[src/hdl/emtc_pkg.sv]
package emtc_pkg;

    localparam int NSTAGES = 12;
    localparam int DEC_STAGES = 5;
    localparam int DLY_STAGES = NSTAGES - DEC_STAGES;

    localparam logic OP_ENCODE = 1'b0;
    localparam logic OP_DECODE = 1'b1;

    typedef struct packed {
        logic        opcode;
        logic [41:0] epoch_ms_in;
        logic [55:0] packed_time_in;
    } req_t;

    typedef struct packed {
        logic [55:0] packed_time_out;
        logic [42:0] epoch_ms_out;
    } rsp_t;

    // Days before the first of a March-based month, offset as in the decode formula.
    function automatic logic [8:0] mon_days(input logic [3:0] mon);
        logic [8:0] r;
        begin
            case (mon)
                4'd2:    r = 9'd122;
                4'd3:    r = 9'd153;
                4'd4:    r = 9'd183;
                4'd5:    r = 9'd214;
                4'd6:    r = 9'd244;
                4'd7:    r = 9'd275;
                4'd8:    r = 9'd306;
                4'd9:    r = 9'd336;
                4'd10:   r = 9'd367;
                4'd11:   r = 9'd397;
                4'd12:   r = 9'd428;
                4'd13:   r = 9'd459;
                4'd14:   r = 9'd489;
                default: r = 9'd0;
            endcase
            return r;
        end
    endfunction

endpackage

[src/hdl/emtc_enc.sv]
module emtc_enc (
    input  logic                             clk,
    input  logic [emtc_pkg::NSTAGES-1:0]     adv,
    input  emtc_pkg::req_t                   req,
    output logic [55:0]                      word
);
    import emtc_pkg::*;

    // Stage 1
    logic [28:0] e1_t_reg, e1_t_next;
    logic [32:0] e1_qa_reg, e1_qa_next;
    // Stage 2
    logic [48:0] e2_prod;
    logic [19:0] e2_q0_reg;
    logic [28:0] e2_t_reg;
    logic [32:0] e2_qa_reg;
    // Stage 3
    logic [28:0] e3_r;
    logic        e3_sel;
    logic [9:0]  e3_msec_reg, e3_msec_next;
    logic [32:0] e3_secs_reg, e3_secs_next;
    // Stage 4
    logic [42:0] e4_prod;
    logic [16:0] e4_q0_reg;
    logic [25:0] e4_x_reg;
    logic [6:0]  e4_lo_reg;
    logic [9:0]  e4_msec_reg;
    // Stage 5
    logic [25:0] e5_r;
    logic        e5_sel;
    logic [15:0] e5_days_reg, e5_days_next;
    logic [16:0] e5_sod_reg, e5_sod_next;
    logic [9:0]  e5_msec_reg;
    // Stage 6
    logic [14:0] e6_xs;
    logic [26:0] e6_p;
    logic [11:0] e6_q0;
    logic [14:0] e6_r;
    logic        e6_sel;
    logic [19:0] e6_z;
    logic [22:0] e6_pz;
    logic [2:0]  e6_e0;
    logic [19:0] e6_rz;
    logic        e6_selz;
    logic [10:0] e6_mod_reg, e6_mod_next;
    logic [5:0]  e6_sec_reg, e6_sec_next;
    logic [2:0]  e6_era_reg, e6_era_next;
    logic [17:0] e6_doe_reg, e6_doe_next;
    logic [9:0]  e6_msec_reg;
    // Stage 7
    logic [16:0] e7_p;
    logic [5:0]  e7_hq;
    logic [10:0] e7_rm;
    logic        e7_sel;
    logic [25:0] e7_p1;
    logic [7:0]  e7_q1;
    logic [17:0] e7_r1;
    logic [7:0]  e7_d1;
    logic [20:0] e7_p2;
    logic [2:0]  e7_q2;
    logic [17:0] e7_r2;
    logic [2:0]  e7_d2;
    logic        e7_d3;
    logic [4:0]  e7_hour_reg, e7_hour_next;
    logic [5:0]  e7_min_reg, e7_min_next;
    logic [17:0] e7_ysum_reg, e7_ysum_next;
    logic [17:0] e7_doe_reg;
    logic [2:0]  e7_era_reg;
    logic [5:0]  e7_sec_reg;
    logic [9:0]  e7_msec_reg;
    // Stage 8
    logic [27:0] e8_p;
    logic [9:0]  e8_q;
    logic [17:0] e8_r;
    logic        e8_sel;
    logic [8:0]  e8_yoe_reg, e8_yoe_next;
    logic [17:0] e8_doe_reg;
    logic [2:0]  e8_era_reg;
    logic [4:0]  e8_hour_reg;
    logic [5:0]  e8_min_reg;
    logic [5:0]  e8_sec_reg;
    logic [9:0]  e8_msec_reg;
    // Stage 9
    logic [11:0] e9_p;
    logic [2:0]  e9_cq;
    logic [8:0]  e9_rc;
    logic        e9_sel;
    logic [2:0]  e9_c;
    logic [17:0] e9_base;
    logic [8:0]  e9_doy_reg, e9_doy_next;
    logic [11:0] e9_year_reg, e9_year_next;
    logic [4:0]  e9_hour_reg;
    logic [5:0]  e9_min_reg;
    logic [5:0]  e9_sec_reg;
    logic [9:0]  e9_msec_reg;
    // Stage 10
    logic [10:0] e10_v;
    logic [14:0] e10_p;
    logic [3:0]  e10_mq;
    logic [10:0] e10_rv;
    logic        e10_sel;
    logic [3:0]  e10_mp_reg, e10_mp_next;
    logic [8:0]  e10_doy_reg;
    logic [11:0] e10_year_reg;
    logic [4:0]  e10_hour_reg;
    logic [5:0]  e10_min_reg;
    logic [5:0]  e10_sec_reg;
    logic [9:0]  e10_msec_reg;
    // Stage 11
    logic [10:0] e11_w;
    logic [19:0] e11_p;
    logic [8:0]  e11_q0;
    logic [10:0] e11_rw;
    logic        e11_sel;
    logic [8:0]  e11_qd;
    logic        e11_late;
    logic [4:0]  e11_mday_reg, e11_mday_next;
    logic [3:0]  e11_month_reg, e11_month_next;
    logic [11:0] e11_year_reg, e11_year_next;
    logic [4:0]  e11_hour_reg;
    logic [5:0]  e11_min_reg;
    logic [5:0]  e11_sec_reg;
    logic [9:0]  e11_msec_reg;
    // Stage 12
    logic [17:0] e12_p;
    logic [5:0]  e12_yq;
    logic [11:0] e12_ry;
    logic        e12_sel;
    logic [6:0]  e12_y2;
    logic [15:0] e12_w16;
    logic [55:0] e12_word_reg, e12_word_next;

    always_comb
    begin
        e1_t_next  = ({8'd0, req.epoch_ms_in[41:21]} * 29'd152)
                   + {8'd0, req.epoch_ms_in[20:0]};
        e1_qa_next = {12'd0, req.epoch_ms_in[41:21]} * 33'd2097;

        e2_prod = {20'd0, e1_t_reg} * 49'd536870;

        e3_r         = e2_t_reg - ({9'd0, e2_q0_reg} * 29'd1000);
        e3_sel       = (e3_r >= 29'd1000);
        e3_msec_next = e3_sel ? 10'(e3_r - 29'd1000) : e3_r[9:0];
        e3_secs_next = e2_qa_reg + {13'd0, e2_q0_reg} + {32'd0, e3_sel};

        e4_prod = {17'd0, e3_secs_reg[32:7]} * 43'd99420;

        e5_r         = e4_x_reg - ({9'd0, e4_q0_reg} * 26'd675);
        e5_sel       = (e5_r >= 26'd675);
        e5_days_next = 16'(e4_q0_reg + {16'd0, e5_sel});
        e5_sod_next  = {(e5_sel ? 10'(e5_r - 26'd675) : e5_r[9:0]), e4_lo_reg};

        e6_xs       = e5_sod_reg[16:2];
        e6_p        = {12'd0, e6_xs} * 27'd2184;
        e6_q0       = e6_p[26:15];
        e6_r        = e6_xs - ({3'd0, e6_q0} * 15'd15);
        e6_sel      = (e6_r >= 15'd15);
        e6_mod_next = 11'(e6_q0 + {11'd0, e6_sel});
        e6_sec_next = {(e6_sel ? 4'(e6_r - 15'd15) : e6_r[3:0]), e5_sod_reg[1:0]};
        e6_z        = {4'd0, e5_days_reg} + 20'd719468;
        e6_pz       = {3'd0, e6_z} * 23'd7;
        e6_e0       = e6_pz[22:20];
        e6_rz       = e6_z - ({17'd0, e6_e0} * 20'd146097);
        e6_selz     = (e6_rz >= 20'd146097);
        e6_era_next = e6_e0 + {2'd0, e6_selz};
        e6_doe_next = e6_selz ? 18'(e6_rz - 20'd146097) : e6_rz[17:0];

        e7_p         = {6'd0, e6_mod_reg} * 17'd34;
        e7_hq        = e7_p[16:11];
        e7_rm        = e6_mod_reg - ({5'd0, e7_hq} * 11'd60);
        e7_sel       = (e7_rm >= 11'd60);
        e7_hour_next = 5'(e7_hq + {5'd0, e7_sel});
        e7_min_next  = e7_sel ? 6'(e7_rm - 11'd60) : e7_rm[5:0];
        e7_p1        = {8'd0, e6_doe_reg} * 26'd179;
        e7_q1        = e7_p1[25:18];
        e7_r1        = e6_doe_reg - ({10'd0, e7_q1} * 18'd1460);
        e7_d1        = e7_q1 + {7'd0, (e7_r1 >= 18'd1460)};
        e7_p2        = {3'd0, e6_doe_reg} * 21'd7;
        e7_q2        = e7_p2[20:18];
        e7_r2        = e6_doe_reg - ({15'd0, e7_q2} * 18'd36524);
        e7_d2        = e7_q2 + {2'd0, (e7_r2 >= 18'd36524)};
        e7_d3        = (e6_doe_reg == 18'd146096);
        e7_ysum_next = e6_doe_reg - {10'd0, e7_d1} + {15'd0, e7_d2} - {17'd0, e7_d3};

        e8_p        = {10'd0, e7_ysum_reg} * 28'd718;
        e8_q        = e8_p[27:18];
        e8_r        = e7_ysum_reg - ({8'd0, e8_q} * 18'd365);
        e8_sel      = (e8_r >= 18'd365);
        e8_yoe_next = 9'(e8_q + {9'd0, e8_sel});

        e9_p         = {3'd0, e8_yoe_reg} * 12'd5;
        e9_cq        = e9_p[11:9];
        e9_rc        = e8_yoe_reg - ({6'd0, e9_cq} * 9'd100);
        e9_sel       = (e9_rc >= 9'd100);
        e9_c         = e9_cq + {2'd0, e9_sel};
        e9_base      = ({9'd0, e8_yoe_reg} * 18'd365) + {11'd0, e8_yoe_reg[8:2]}
                     - {15'd0, e9_c};
        e9_doy_next  = 9'(e8_doe_reg - e9_base);
        e9_year_next = {3'd0, e8_yoe_reg} + ({9'd0, e8_era_reg} * 12'd400);

        e10_v       = ({2'd0, e9_doy_reg} * 11'd5) + 11'd2;
        e10_p       = {4'd0, e10_v} * 15'd13;
        e10_mq      = e10_p[14:11];
        e10_rv      = e10_v - ({7'd0, e10_mq} * 11'd153);
        e10_sel     = (e10_rv >= 11'd153);
        e10_mp_next = e10_mq + {3'd0, e10_sel};

        e11_w          = ({7'd0, e10_mp_reg} * 11'd153) + 11'd2;
        e11_p          = {9'd0, e11_w} * 20'd409;
        e11_q0         = e11_p[19:11];
        e11_rw         = e11_w - ({2'd0, e11_q0} * 11'd5);
        e11_sel        = (e11_rw >= 11'd5);
        e11_qd         = e11_q0 + {8'd0, e11_sel};
        e11_mday_next  = 5'(e10_doy_reg - e11_qd + 9'd1);
        e11_late       = (e10_mp_reg >= 4'd10);
        e11_month_next = e11_late ? (e10_mp_reg - 4'd9) : (e10_mp_reg + 4'd3);
        e11_year_next  = e10_year_reg + {11'd0, e11_late};

        e12_p    = {6'd0, e11_year_reg} * 18'd40;
        e12_yq   = e12_p[17:12];
        e12_ry   = e11_year_reg - ({6'd0, e12_yq} * 12'd100);
        e12_sel  = (e12_ry >= 12'd100);
        e12_y2   = e12_sel ? 7'(e12_ry - 12'd100) : e12_ry[6:0];
        e12_w16  = 16'(({10'd0, e11_sec_reg} * 16'd1000) + {6'd0, e11_msec_reg});
        e12_word_next = {1'b0, e12_y2, 4'd0, e11_month_reg, 3'd0, e11_mday_reg,
                         3'd0, e11_hour_reg, 2'd0, e11_min_reg, e12_w16};
    end

    always_ff @(posedge clk)
    begin
        if (adv[0])
        begin
            e1_t_reg  <= e1_t_next;
            e1_qa_reg <= e1_qa_next;
        end
        if (adv[1])
        begin
            e2_q0_reg <= e2_prod[48:29];
            e2_t_reg  <= e1_t_reg;
            e2_qa_reg <= e1_qa_reg;
        end
        if (adv[2])
        begin
            e3_msec_reg <= e3_msec_next;
            e3_secs_reg <= e3_secs_next;
        end
        if (adv[3])
        begin
            e4_q0_reg   <= e4_prod[42:26];
            e4_x_reg    <= e3_secs_reg[32:7];
            e4_lo_reg   <= e3_secs_reg[6:0];
            e4_msec_reg <= e3_msec_reg;
        end
        if (adv[4])
        begin
            e5_days_reg <= e5_days_next;
            e5_sod_reg  <= e5_sod_next;
            e5_msec_reg <= e4_msec_reg;
        end
        if (adv[5])
        begin
            e6_mod_reg  <= e6_mod_next;
            e6_sec_reg  <= e6_sec_next;
            e6_era_reg  <= e6_era_next;
            e6_doe_reg  <= e6_doe_next;
            e6_msec_reg <= e5_msec_reg;
        end
        if (adv[6])
        begin
            e7_hour_reg <= e7_hour_next;
            e7_min_reg  <= e7_min_next;
            e7_ysum_reg <= e7_ysum_next;
            e7_doe_reg  <= e6_doe_reg;
            e7_era_reg  <= e6_era_reg;
            e7_sec_reg  <= e6_sec_reg;
            e7_msec_reg <= e6_msec_reg;
        end
        if (adv[7])
        begin
            e8_yoe_reg  <= e8_yoe_next;
            e8_doe_reg  <= e7_doe_reg;
            e8_era_reg  <= e7_era_reg;
            e8_hour_reg <= e7_hour_reg;
            e8_min_reg  <= e7_min_reg;
            e8_sec_reg  <= e7_sec_reg;
            e8_msec_reg <= e7_msec_reg;
        end
        if (adv[8])
        begin
            e9_doy_reg  <= e9_doy_next;
            e9_year_reg <= e9_year_next;
            e9_hour_reg <= e8_hour_reg;
            e9_min_reg  <= e8_min_reg;
            e9_sec_reg  <= e8_sec_reg;
            e9_msec_reg <= e8_msec_reg;
        end
        if (adv[9])
        begin
            e10_mp_reg   <= e10_mp_next;
            e10_doy_reg  <= e9_doy_reg;
            e10_year_reg <= e9_year_reg;
            e10_hour_reg <= e9_hour_reg;
            e10_min_reg  <= e9_min_reg;
            e10_sec_reg  <= e9_sec_reg;
            e10_msec_reg <= e9_msec_reg;
        end
        if (adv[10])
        begin
            e11_mday_reg  <= e11_mday_next;
            e11_month_reg <= e11_month_next;
            e11_year_reg  <= e11_year_next;
            e11_hour_reg  <= e10_hour_reg;
            e11_min_reg   <= e10_min_reg;
            e11_sec_reg   <= e10_sec_reg;
            e11_msec_reg  <= e10_msec_reg;
        end
        if (adv[11])
        begin
            e12_word_reg <= e12_word_next;
        end
    end

    assign word = e12_word_reg;

endmodule

[src/hdl/emtc_dec.sv]
module emtc_dec (
    input  logic                             clk,
    input  logic [emtc_pkg::NSTAGES-1:0]     adv,
    input  emtc_pkg::req_t                   req,
    output logic [42:0]                      ms
);
    import emtc_pkg::*;

    logic [3:0]  d0_monf;
    logic        d0_wrap;
    logic [3:0]  d0_monp;
    logic [7:0]  d0_y;
    logic        d0_c34;
    logic [16:0] d0_days;

    logic [15:0] d1_days_reg;
    logic [4:0]  d1_hour_reg;
    logic [5:0]  d1_min_reg;
    logic [15:0] d1_w16_reg;
    logic [20:0] d2_hm_reg, d2_hm_next;
    logic [5:0]  d2_min_reg;
    logic [15:0] d2_w16_reg;
    logic [26:0] d3_mins_reg, d3_mins_next;
    logic [15:0] d3_w16_reg;
    logic [32:0] d4_secs_reg, d4_secs_next;
    logic [15:0] d4_w16_reg;
    logic [42:0] d5_ms_reg, d5_ms_next;
    logic [42:0] dly_reg [DLY_STAGES];

    always_comb
    begin
        d0_monf = req.packed_time_in[43:40];
        d0_wrap = (d0_monf < 4'd3);
        d0_monp = d0_wrap ? (d0_monf + 4'd11) : (d0_monf - 4'd1);
        d0_y    = {1'b0, req.packed_time_in[54:48]} + 8'd100 - {7'd0, d0_wrap};
        d0_c34  = (d0_y >= 8'd200);
        d0_days = (({9'd0, d0_y} - 17'd69) * 17'd365) + {11'd0, d0_y[7:2]}
                + {8'd0, mon_days(d0_monp)} + {12'd0, req.packed_time_in[36:32]}
                - 17'd446 - {16'd0, d0_c34};

        d2_hm_next   = ({5'd0, d1_days_reg} * 21'd24) + {16'd0, d1_hour_reg};
        d3_mins_next = ({6'd0, d2_hm_reg} * 27'd60) + {21'd0, d2_min_reg};
        d4_secs_next = {6'd0, d3_mins_reg} * 33'd60;
        d5_ms_next   = 43'(({10'd0, d4_secs_reg} * 43'd1000) + {27'd0, d4_w16_reg});
    end

    always_ff @(posedge clk)
    begin
        if (adv[0])
        begin
            d1_days_reg <= d0_days[15:0];
            d1_hour_reg <= req.packed_time_in[28:24];
            d1_min_reg  <= req.packed_time_in[21:16];
            d1_w16_reg  <= req.packed_time_in[15:0];
        end
        if (adv[1])
        begin
            d2_hm_reg  <= d2_hm_next;
            d2_min_reg <= d1_min_reg;
            d2_w16_reg <= d1_w16_reg;
        end
        if (adv[2])
        begin
            d3_mins_reg <= d3_mins_next;
            d3_w16_reg  <= d2_w16_reg;
        end
        if (adv[3])
        begin
            d4_secs_reg <= d4_secs_next;
            d4_w16_reg  <= d3_w16_reg;
        end
        if (adv[4])
        begin
            d5_ms_reg <= d5_ms_next;
        end
        if (adv[DEC_STAGES])
        begin
            dly_reg[0] <= d5_ms_reg;
        end
        for (int k = 1; k < DLY_STAGES; k++)
        begin
            if (adv[DEC_STAGES + k])
            begin
                dly_reg[k] <= dly_reg[k - 1];
            end
        end
    end

    assign ms = dly_reg[DLY_STAGES - 1];

endmodule

[src/hdl/epoch_ms_seven_byte_time_codec.sv]
// Converts between UTC milliseconds since 1970 and the seven-byte time word.
// A request enters on req_data when req_valid is high and req_stall is low.
// Its opcode selects encoding of epoch_ms_in into packed_time_out or decoding
// of packed_time_in into epoch_ms_out; the unused result field reads as zero.
// Each request produces exactly one result on rsp_data, offered with rsp_valid
// and taken when rsp_stall is low.
// The datapath is a twelve-stage pipeline in which every constant division is a
// reciprocal multiply followed by a one-step correction. rsp_valid rises when a
// request reaches the last stage, and one request can enter every cycle while
// req_stall is low.
// When the receiver stalls, the result holds and the stages behind it keep
// filling empty slots; req_stall rises only once every stage holds a request.
// Reset clears all valid bits, so the pipeline comes up empty and ready.
module epoch_ms_seven_byte_time_codec (
    input  logic           clk,
    input  logic           rst_n,
    input  logic           req_valid,
    output logic           req_stall,
    input  emtc_pkg::req_t req_data,
    output logic           rsp_valid,
    input  logic           rsp_stall,
    output emtc_pkg::rsp_t rsp_data
);
    import emtc_pkg::*;

    logic [NSTAGES:0]   en;
    logic [NSTAGES-1:0] v_reg;
    logic [NSTAGES-1:0] op_reg;
    logic [55:0]        enc_word;
    logic [42:0]        dec_ms;

    always_comb
    begin
        en[NSTAGES] = !rsp_stall;
        for (int k = NSTAGES - 1; k >= 0; k--)
        begin
            en[k] = !v_reg[k] || en[k + 1];
        end
    end

    always_ff @(posedge clk or negedge rst_n)
    begin
        if (!rst_n)
        begin
            v_reg <= '0;
        end
        else
        begin
            if (en[0])
            begin
                v_reg[0] <= req_valid;
            end
            for (int k = 1; k < NSTAGES; k++)
            begin
                if (en[k])
                begin
                    v_reg[k] <= v_reg[k - 1];
                end
            end
        end
    end

    always_ff @(posedge clk)
    begin
        if (en[0])
        begin
            op_reg[0] <= req_data.opcode;
        end
        for (int k = 1; k < NSTAGES; k++)
        begin
            if (en[k])
            begin
                op_reg[k] <= op_reg[k - 1];
            end
        end
    end

    emtc_enc u_enc (
        .clk  (clk),
        .adv  (en[NSTAGES-1:0]),
        .req  (req_data),
        .word (enc_word)
    );

    emtc_dec u_dec (
        .clk (clk),
        .adv (en[NSTAGES-1:0]),
        .req (req_data),
        .ms  (dec_ms)
    );

    assign req_stall = !en[0];
    assign rsp_valid = v_reg[NSTAGES - 1];

    always_comb
    begin
        if (op_reg[NSTAGES - 1] == OP_DECODE)
        begin
            rsp_data.packed_time_out = '0;
            rsp_data.epoch_ms_out    = dec_ms;
        end
        else
        begin
            rsp_data.packed_time_out = enc_word;
            rsp_data.epoch_ms_out    = '0;
        end
    end

endmodule
[config.mk]
export PLATFORM = sky130hd
export DESIGN_NAME = epoch_ms_seven_byte_time_codec
export DESIGN_NICKNAME = d
export VERILOG_FILES = /design/src/hdl/emtc_pkg.sv /design/src/hdl/emtc_enc.sv /design/src/hdl/emtc_dec.sv /design/src/hdl/epoch_ms_seven_byte_time_codec.sv
export SDC_FILE = /design/constraint.sdc
export NUM_CORES = 2
export LEC_CHECK = 0
export ABC_AREA = 1
export BUFFER_PORTS_ARGS = -buffer_cell sky130_fd_sc_hd__buf_4
export CORE_ASPECT_RATIO = 0.5
export CORE_MARGIN = 2
export CORE_UTILIZATION = 65
export CTS_CLUSTER_SIZE = 30
export DETAILED_ROUTE_END_ITERATION = 16
export PLACE_DENSITY_LB_ADDON = 0.2
export SYNTH_ARGS = -nofsm -noshare
export SYNTH_HDL_FRONTEND = slang
export SYNTH_SLANG_ARGS = --single-unit
[constraint.sdc]
create_clock -name clk -period 42.3 [get_ports clk]
set_clock_uncertainty 0.15 [all_clocks]
set_input_delay 8.46 -clock clk [delete_from_list [all_inputs] [get_ports clk]]
set_output_delay 8.46 -clock clk [all_outputs]
set_load 0.02 [all_outputs]
==> impl_results.html <==
<table>
<tr><th>Metric</th><th>Value</th></tr>
<tr><th colspan="2">Logic synthesis</th></tr>
<tr><td>Synthesis-stage register bit count</td><td>1,171</td></tr>
<tr><td>Average size of a mapped cell</td><td>10.2 µm²</td></tr>
<tr><td>Most used DFF post-synth</td><td>sky130_fd_sc_hd__edfxtp_1</td></tr>
<tr><td>Count of flip-flops with a built-in enable after synthesis</td><td>1,159</td></tr>
<tr><td>Netlist Area Pre-Place</td><td>110,000 µm²</td></tr>
<tr><td>Share of synthesized cell area in and, or, nand and nor gates</td><td>0.0976</td></tr>
<tr><td>Fraction of synthesized cell area in xor and xnor cells</td><td>0.0569</td></tr>
<tr><td>Synthesized instance count</td><td>10,777</td></tr>
<tr><td>Count of cell types in the netlist</td><td>71</td></tr>
<tr><td>Area fraction in compound gates after synthesis</td><td>0.0629</td></tr>
<tr><td>Share of synthesized flip-flops with an asynchronous set or reset</td><td>0.0102</td></tr>
<tr><td>Count of warnings emitted by yosys</td><td>0</td></tr>
<tr><td>Part of the Yosys area used for sequential elements</td><td>0.319</td></tr>
<tr><td>Main combinational cell family by area after synthesis</td><td>adder cells</td></tr>
<tr><td>Post-synthesis mux area share</td><td>0.0000910</td></tr>
<tr><td>Synthesized-area fraction occupied by adder cells</td><td>0.382</td></tr>
<tr><th colspan="2">Critical path</th></tr>
<tr><td>Startpoint type of the worst setup path</td><td>input port</td></tr>
<tr><td>CP Capture Type</td><td>output port</td></tr>
<tr><td>Required time at the endpoint of the critical path</td><td>33.69 ns</td></tr>
<tr><td>Crit path arrival time</td><td>16.14 ns</td></tr>
<tr><td>Worst Reg2Reg Path Length in Cells</td><td>59</td></tr>
<tr><td>Biggest fanout along the worst timing path</td><td>71</td></tr>
<tr><td>CP Class</td><td>in2out</td></tr>
<tr><th colspan="2">Place</th></tr>
<tr><td>Buffers on Ports</td><td>177</td></tr>
<tr><td>Weighted congestion at the end of routability-driven global placement</td><td>0.932</td></tr>
<tr><td>Placed wire-length estimate</td><td>178,000 µm</td></tr>
<tr><th colspan="2">Clock tree</th></tr>
<tr><td>Clock input transition at the sequential cells of the worst setup and hold paths</td><td>0.06 ns</td></tr>
<tr><td>TritonCTS clock tree</td><td>built</td></tr>
<tr><td>Number of buffers added for setup after CTS</td><td>0</td></tr>
<tr><td>Buffer levels on the longest clock path</td><td>3</td></tr>
<tr><td>Quantity of hold-fixing buffers added after cts</td><td>0</td></tr>
<tr><td># resized after CTS</td><td>0</td></tr>
<tr><td>Root Buffer</td><td>sky130_fd_sc_hd__clkbuf_16</td></tr>
<tr><td>Deepest level of the CTS H-tree</td><td>3</td></tr>
<tr><td>Clk Latency, worst-skew pair</td><td>0.76 ns</td></tr>
<tr><td>Total CTS buffers</td><td>107</td></tr>
<tr><td>Clock sink count</td><td>1,171</td></tr>
<tr><th colspan="2">Detailed routing</th></tr>
<tr><td>First-pass detailed-route iteration total</td><td>8</td></tr>
<tr><td>DR vias/cell</td><td>5.37</td></tr>
<tr><td>Number of DRC markers after the initial detailed-route iteration</td><td>4,088</td></tr>
<tr><td>Via count of the routed design</td><td>72,093</td></tr>
<tr><td>Detailed-route wire length</td><td>219,000 µm</td></tr>
<tr><td>Post-detailed-route DRC marker count</td><td>0</td></tr>
<tr><td>Number of nets with antenna violations after routing</td><td>0</td></tr>
<tr><td>Routed wirelength normalized by instance count</td><td>16.3 µm</td></tr>
<tr><th colspan="2">Floorplan</th></tr>
<tr><td>Initial standard-cell utilization of the core</td><td>0.656</td></tr>
<tr><td>Ports placed on the boundary</td><td>204</td></tr>
<tr><td>Die Wd</td><td>586 µm</td></tr>
<tr><td>Full die area</td><td>173,000 µm²</td></tr>
<tr><td>Height of the chip</td><td>295 µm</td></tr>
<tr><td>Number of standard-cell rows in the floorplan</td><td>106</td></tr>
<tr><td>Standard cell core area</td><td>168,000 µm²</td></tr>
<tr><th colspan="2">Cells and area</th></tr>
<tr><td>Share of final-layout standard cells stronger than drive strength 1</td><td>0.0423</td></tr>
<tr><td>Layout overhead on the synthesized area</td><td>7.11%</td></tr>
<tr><td>Number of flip-flops under the largest register name</td><td>301</td></tr>
<tr><td>Total Nets Final</td><td>13,927</td></tr>
<tr><td>Combined area of the multi-input logic cells</td><td>65,900 µm²</td></tr>
<tr><td>Fill count</td><td>12,375</td></tr>
<tr><td>FF/Latch Area</td><td>35,100 µm²</td></tr>
<tr><th colspan="2">STA</th></tr>
<tr><td>Tightest Pin Transition</td><td>0.962 ns</td></tr>
<tr><td>Hold violation count in the final report</td><td>0</td></tr>
<tr><td>Slew HR</td><td>0.359</td></tr>
<tr><td>Final sum of negative setup slack</td><td>0 ns</td></tr>
<tr><td>Unrepaired setup endpoints after global routing</td><td>no</td></tr>
<tr><td>Peak Freq</td><td>40.4 MHz</td></tr>
<tr><td>Number of pins with negative max-slew slack in the final report</td><td>0</td></tr>
<tr><td>Clock period minus final worst setup slack</td><td>24.75 ns</td></tr>
<tr><td>Final period utilization</td><td>0.585</td></tr>
<tr><td>Final setup vio count</td><td>0</td></tr>
<tr><th colspan="2">Run status</th></tr>
<tr><td>Status</td><td>completed</td></tr>
<tr><th colspan="2">GRT</th></tr>
<tr><td>Maximum number of pins on one net before global-route repair</td><td>72</td></tr>
<tr><td>Initial antenna violation count</td><td>2</td></tr>
<tr><td>Wire length of the first global-routing pass</td><td>364,000 µm</td></tr>
<tr><td>Total routing usage reported by global routing</td><td>0.262</td></tr>
<tr><td>Remaining global-route overflow</td><td>0</td></tr>
<tr><td>Via count of the first global-routing pass</td><td>73,630</td></tr>
<tr><th colspan="2">Hold path</th></tr>
<tr><td>Worst hold path cell count</td><td>0</td></tr>
<tr><td>Hold crit path type</td><td>reg2reg</td></tr>
<tr><th colspan="2">Run</th></tr>
<tr><td># Max-Cap Violations</td><td>0</td></tr>
</table>
## critical path, stage by stage
cell,delay [ns]
sky130_fd_sc_hd__buf_4,0.13
sky130_fd_sc_hd__nand2_4,0.48
sky130_fd_sc_hd__nor2_1,0.17
sky130_fd_sc_hd__inv_4,0.46
sky130_fd_sc_hd__nor2_1,0.18
sky130_fd_sc_hd__inv_4,0.57
sky130_fd_sc_hd__nor2_1,0.17
sky130_fd_sc_hd__inv_4,0.45
sky130_fd_sc_hd__nor2_1,0.16
sky130_fd_sc_hd__inv_4,0.45
sky130_fd_sc_hd__nor2_1,0.16
sky130_fd_sc_hd__inv_4,0.47
sky130_fd_sc_hd__nor2_1,0.15
sky130_fd_sc_hd__inv_4,0.44
sky130_fd_sc_hd__nor2_1,0.13
sky130_fd_sc_hd__clkinv_2,0.47
sky130_fd_sc_hd__nor2_1,0.17
sky130_fd_sc_hd__inv_4,0.56
sky130_fd_sc_hd__nor2_1,0.16
sky130_fd_sc_hd__inv_4,0.41
sky130_fd_sc_hd__nor2_1,0.17
sky130_fd_sc_hd__inv_6,0.55
sky130_fd_sc_hd__nor2_1,0.27
sky130_fd_sc_hd__buf_4,0.24
## cells by family after synthesis
group                      Yosys count
muxes                                1
AOI/OAI and AO/OA                 1239
xor gates and xnor gates           713
and+or+nand+nor                   2511
DFF                               1171
adders and majority gates         2764
buffers and inverters             2377
other                                1
## per-stage QoR
step / util / instances / area [µm²] / setup slack [ns] / hold slack, ns
after floorplan: - / 10789 / 110000 / 2.22 / 0.250
after global placement: 0.682 / 13219 / 114000 / 17.57 / 0.250
after detailed placement: 0.682 / 13219 / 114000 / 17.36 / 0.255
after CTS: 0.703 / 13420 / 118000 / 17.19 / 0.226
after global routing: 0.703 / 13420 / 118000 / 16.67 / 0.242
final: 0.703 / 13421 / 118000 / 17.55 / 0.228
## area by class of cell
type,instances,area share
tap,2268,0.0241
clock buffer,120,0.0231
antenna,1,0.0000212
multi-input combinational,7241,0.560
clock inverter,81,0.00758
timing repair buffer,194,0.0124
sequential,1171,0.298
inverter,2345,0.0750
## layout by cell type, fill, tap and decap left out, types with 39 or more instances in the layout
| cell | netlist | final |
|---|---|---|
| sky130_fd_sc_hd__a21oi_1 | 639 | 639 |
| sky130_fd_sc_hd__xnor2_1 | 247 | 247 |
| sky130_fd_sc_hd__ha_1 | 1781 | 1781 |
| sky130_fd_sc_hd__xor2_1 | 465 | 465 |
| sky130_fd_sc_hd__nand2_1 | 1352 | 1351 |
| sky130_fd_sc_hd__nor2_1 | 501 | 501 |
| sky130_fd_sc_hd__fa_1 | 983 | 983 |
| sky130_fd_sc_hd__a21o_1 | 53 | 53 |
| sky130_fd_sc_hd__clkbuf_16 | 0 | 107 |
| sky130_fd_sc_hd__a31oi_1 | 39 | 39 |
| sky130_fd_sc_hd__o21ai_0 | 308 | 308 |
| sky130_fd_sc_hd__edfxtp_1 | 1159 | 1159 |
| sky130_fd_sc_hd__inv_1 | 2336 | 2325 |
| sky130_fd_sc_hd__nor3_1 | 94 | 94 |
| sky130_fd_sc_hd__nand4_1 | 128 | 128 |
| sky130_fd_sc_hd__buf_4 | 13 | 194 |
| sky130_fd_sc_hd__nand3_1 | 284 | 284 |
## worst paths after layout
check	from	to	slack, ns
hold / removal	u_enc.e1_qa_reg[11]	u_enc.e2_qa_reg[11]	0.23
min in group asynchronous	rst_n	v_reg[8]	7.41
hold reg to reg	u_enc.e1_qa_reg[11]	u_enc.e2_qa_reg[11]	0.23
setup / recovery	rsp_stall	req_stall	17.55
max in group asynchronous	rst_n	v_reg[0]	34.36
setup reg to reg	u_enc.e6_doe_reg[8]	u_enc.e7_ysum_reg[16]	27.64
## routing by layer
| layer | global-route usage | vias up | share of wire |
|---|---|---|---|
| li1 | - | 35883 | - |
| met1 | 0.353 | 34702 | 0.45 |
| met2 | 0.457 | 1192 | 0.49 |
| met3 | 0.0247 | 314 | 0.034 |
| met4 | 0.0702 | 2 | 0.028 |
| met5 | 0 | - | 0.000055 |
## cells in the mapped netlist (30+ instances only)
library cell                  n  share of area
sky130_fd_sc_hd__a21oi_1    639          0.029
sky130_fd_sc_hd__nor2_1     501          0.017
sky130_fd_sc_hd__xor2_1     465          0.037
sky130_fd_sc_hd__a31oi_1     39         0.0022
sky130_fd_sc_hd__o21bai_1    36         0.0025
sky130_fd_sc_hd__a21o_1      53         0.0036
sky130_fd_sc_hd__or2_2       35         0.0020
sky130_fd_sc_hd__ha_1      1781           0.20
sky130_fd_sc_hd__nor4_1      30         0.0017
sky130_fd_sc_hd__edfxtp_1  1159           0.32
sky130_fd_sc_hd__inv_1     2336          0.080
sky130_fd_sc_hd__fa_1       983           0.18
sky130_fd_sc_hd__nand2_1   1352          0.046
sky130_fd_sc_hd__nor3_1      94         0.0043
sky130_fd_sc_hd__nand3_1    284          0.013
sky130_fd_sc_hd__o21ai_0    308          0.014
sky130_fd_sc_hd__xnor2_1    247          0.020
sky130_fd_sc_hd__nand4_1    128         0.0073
Power is not shown: default switching activity piles up to over one toggle a cycle in this logic, so the estimate is an artifact.
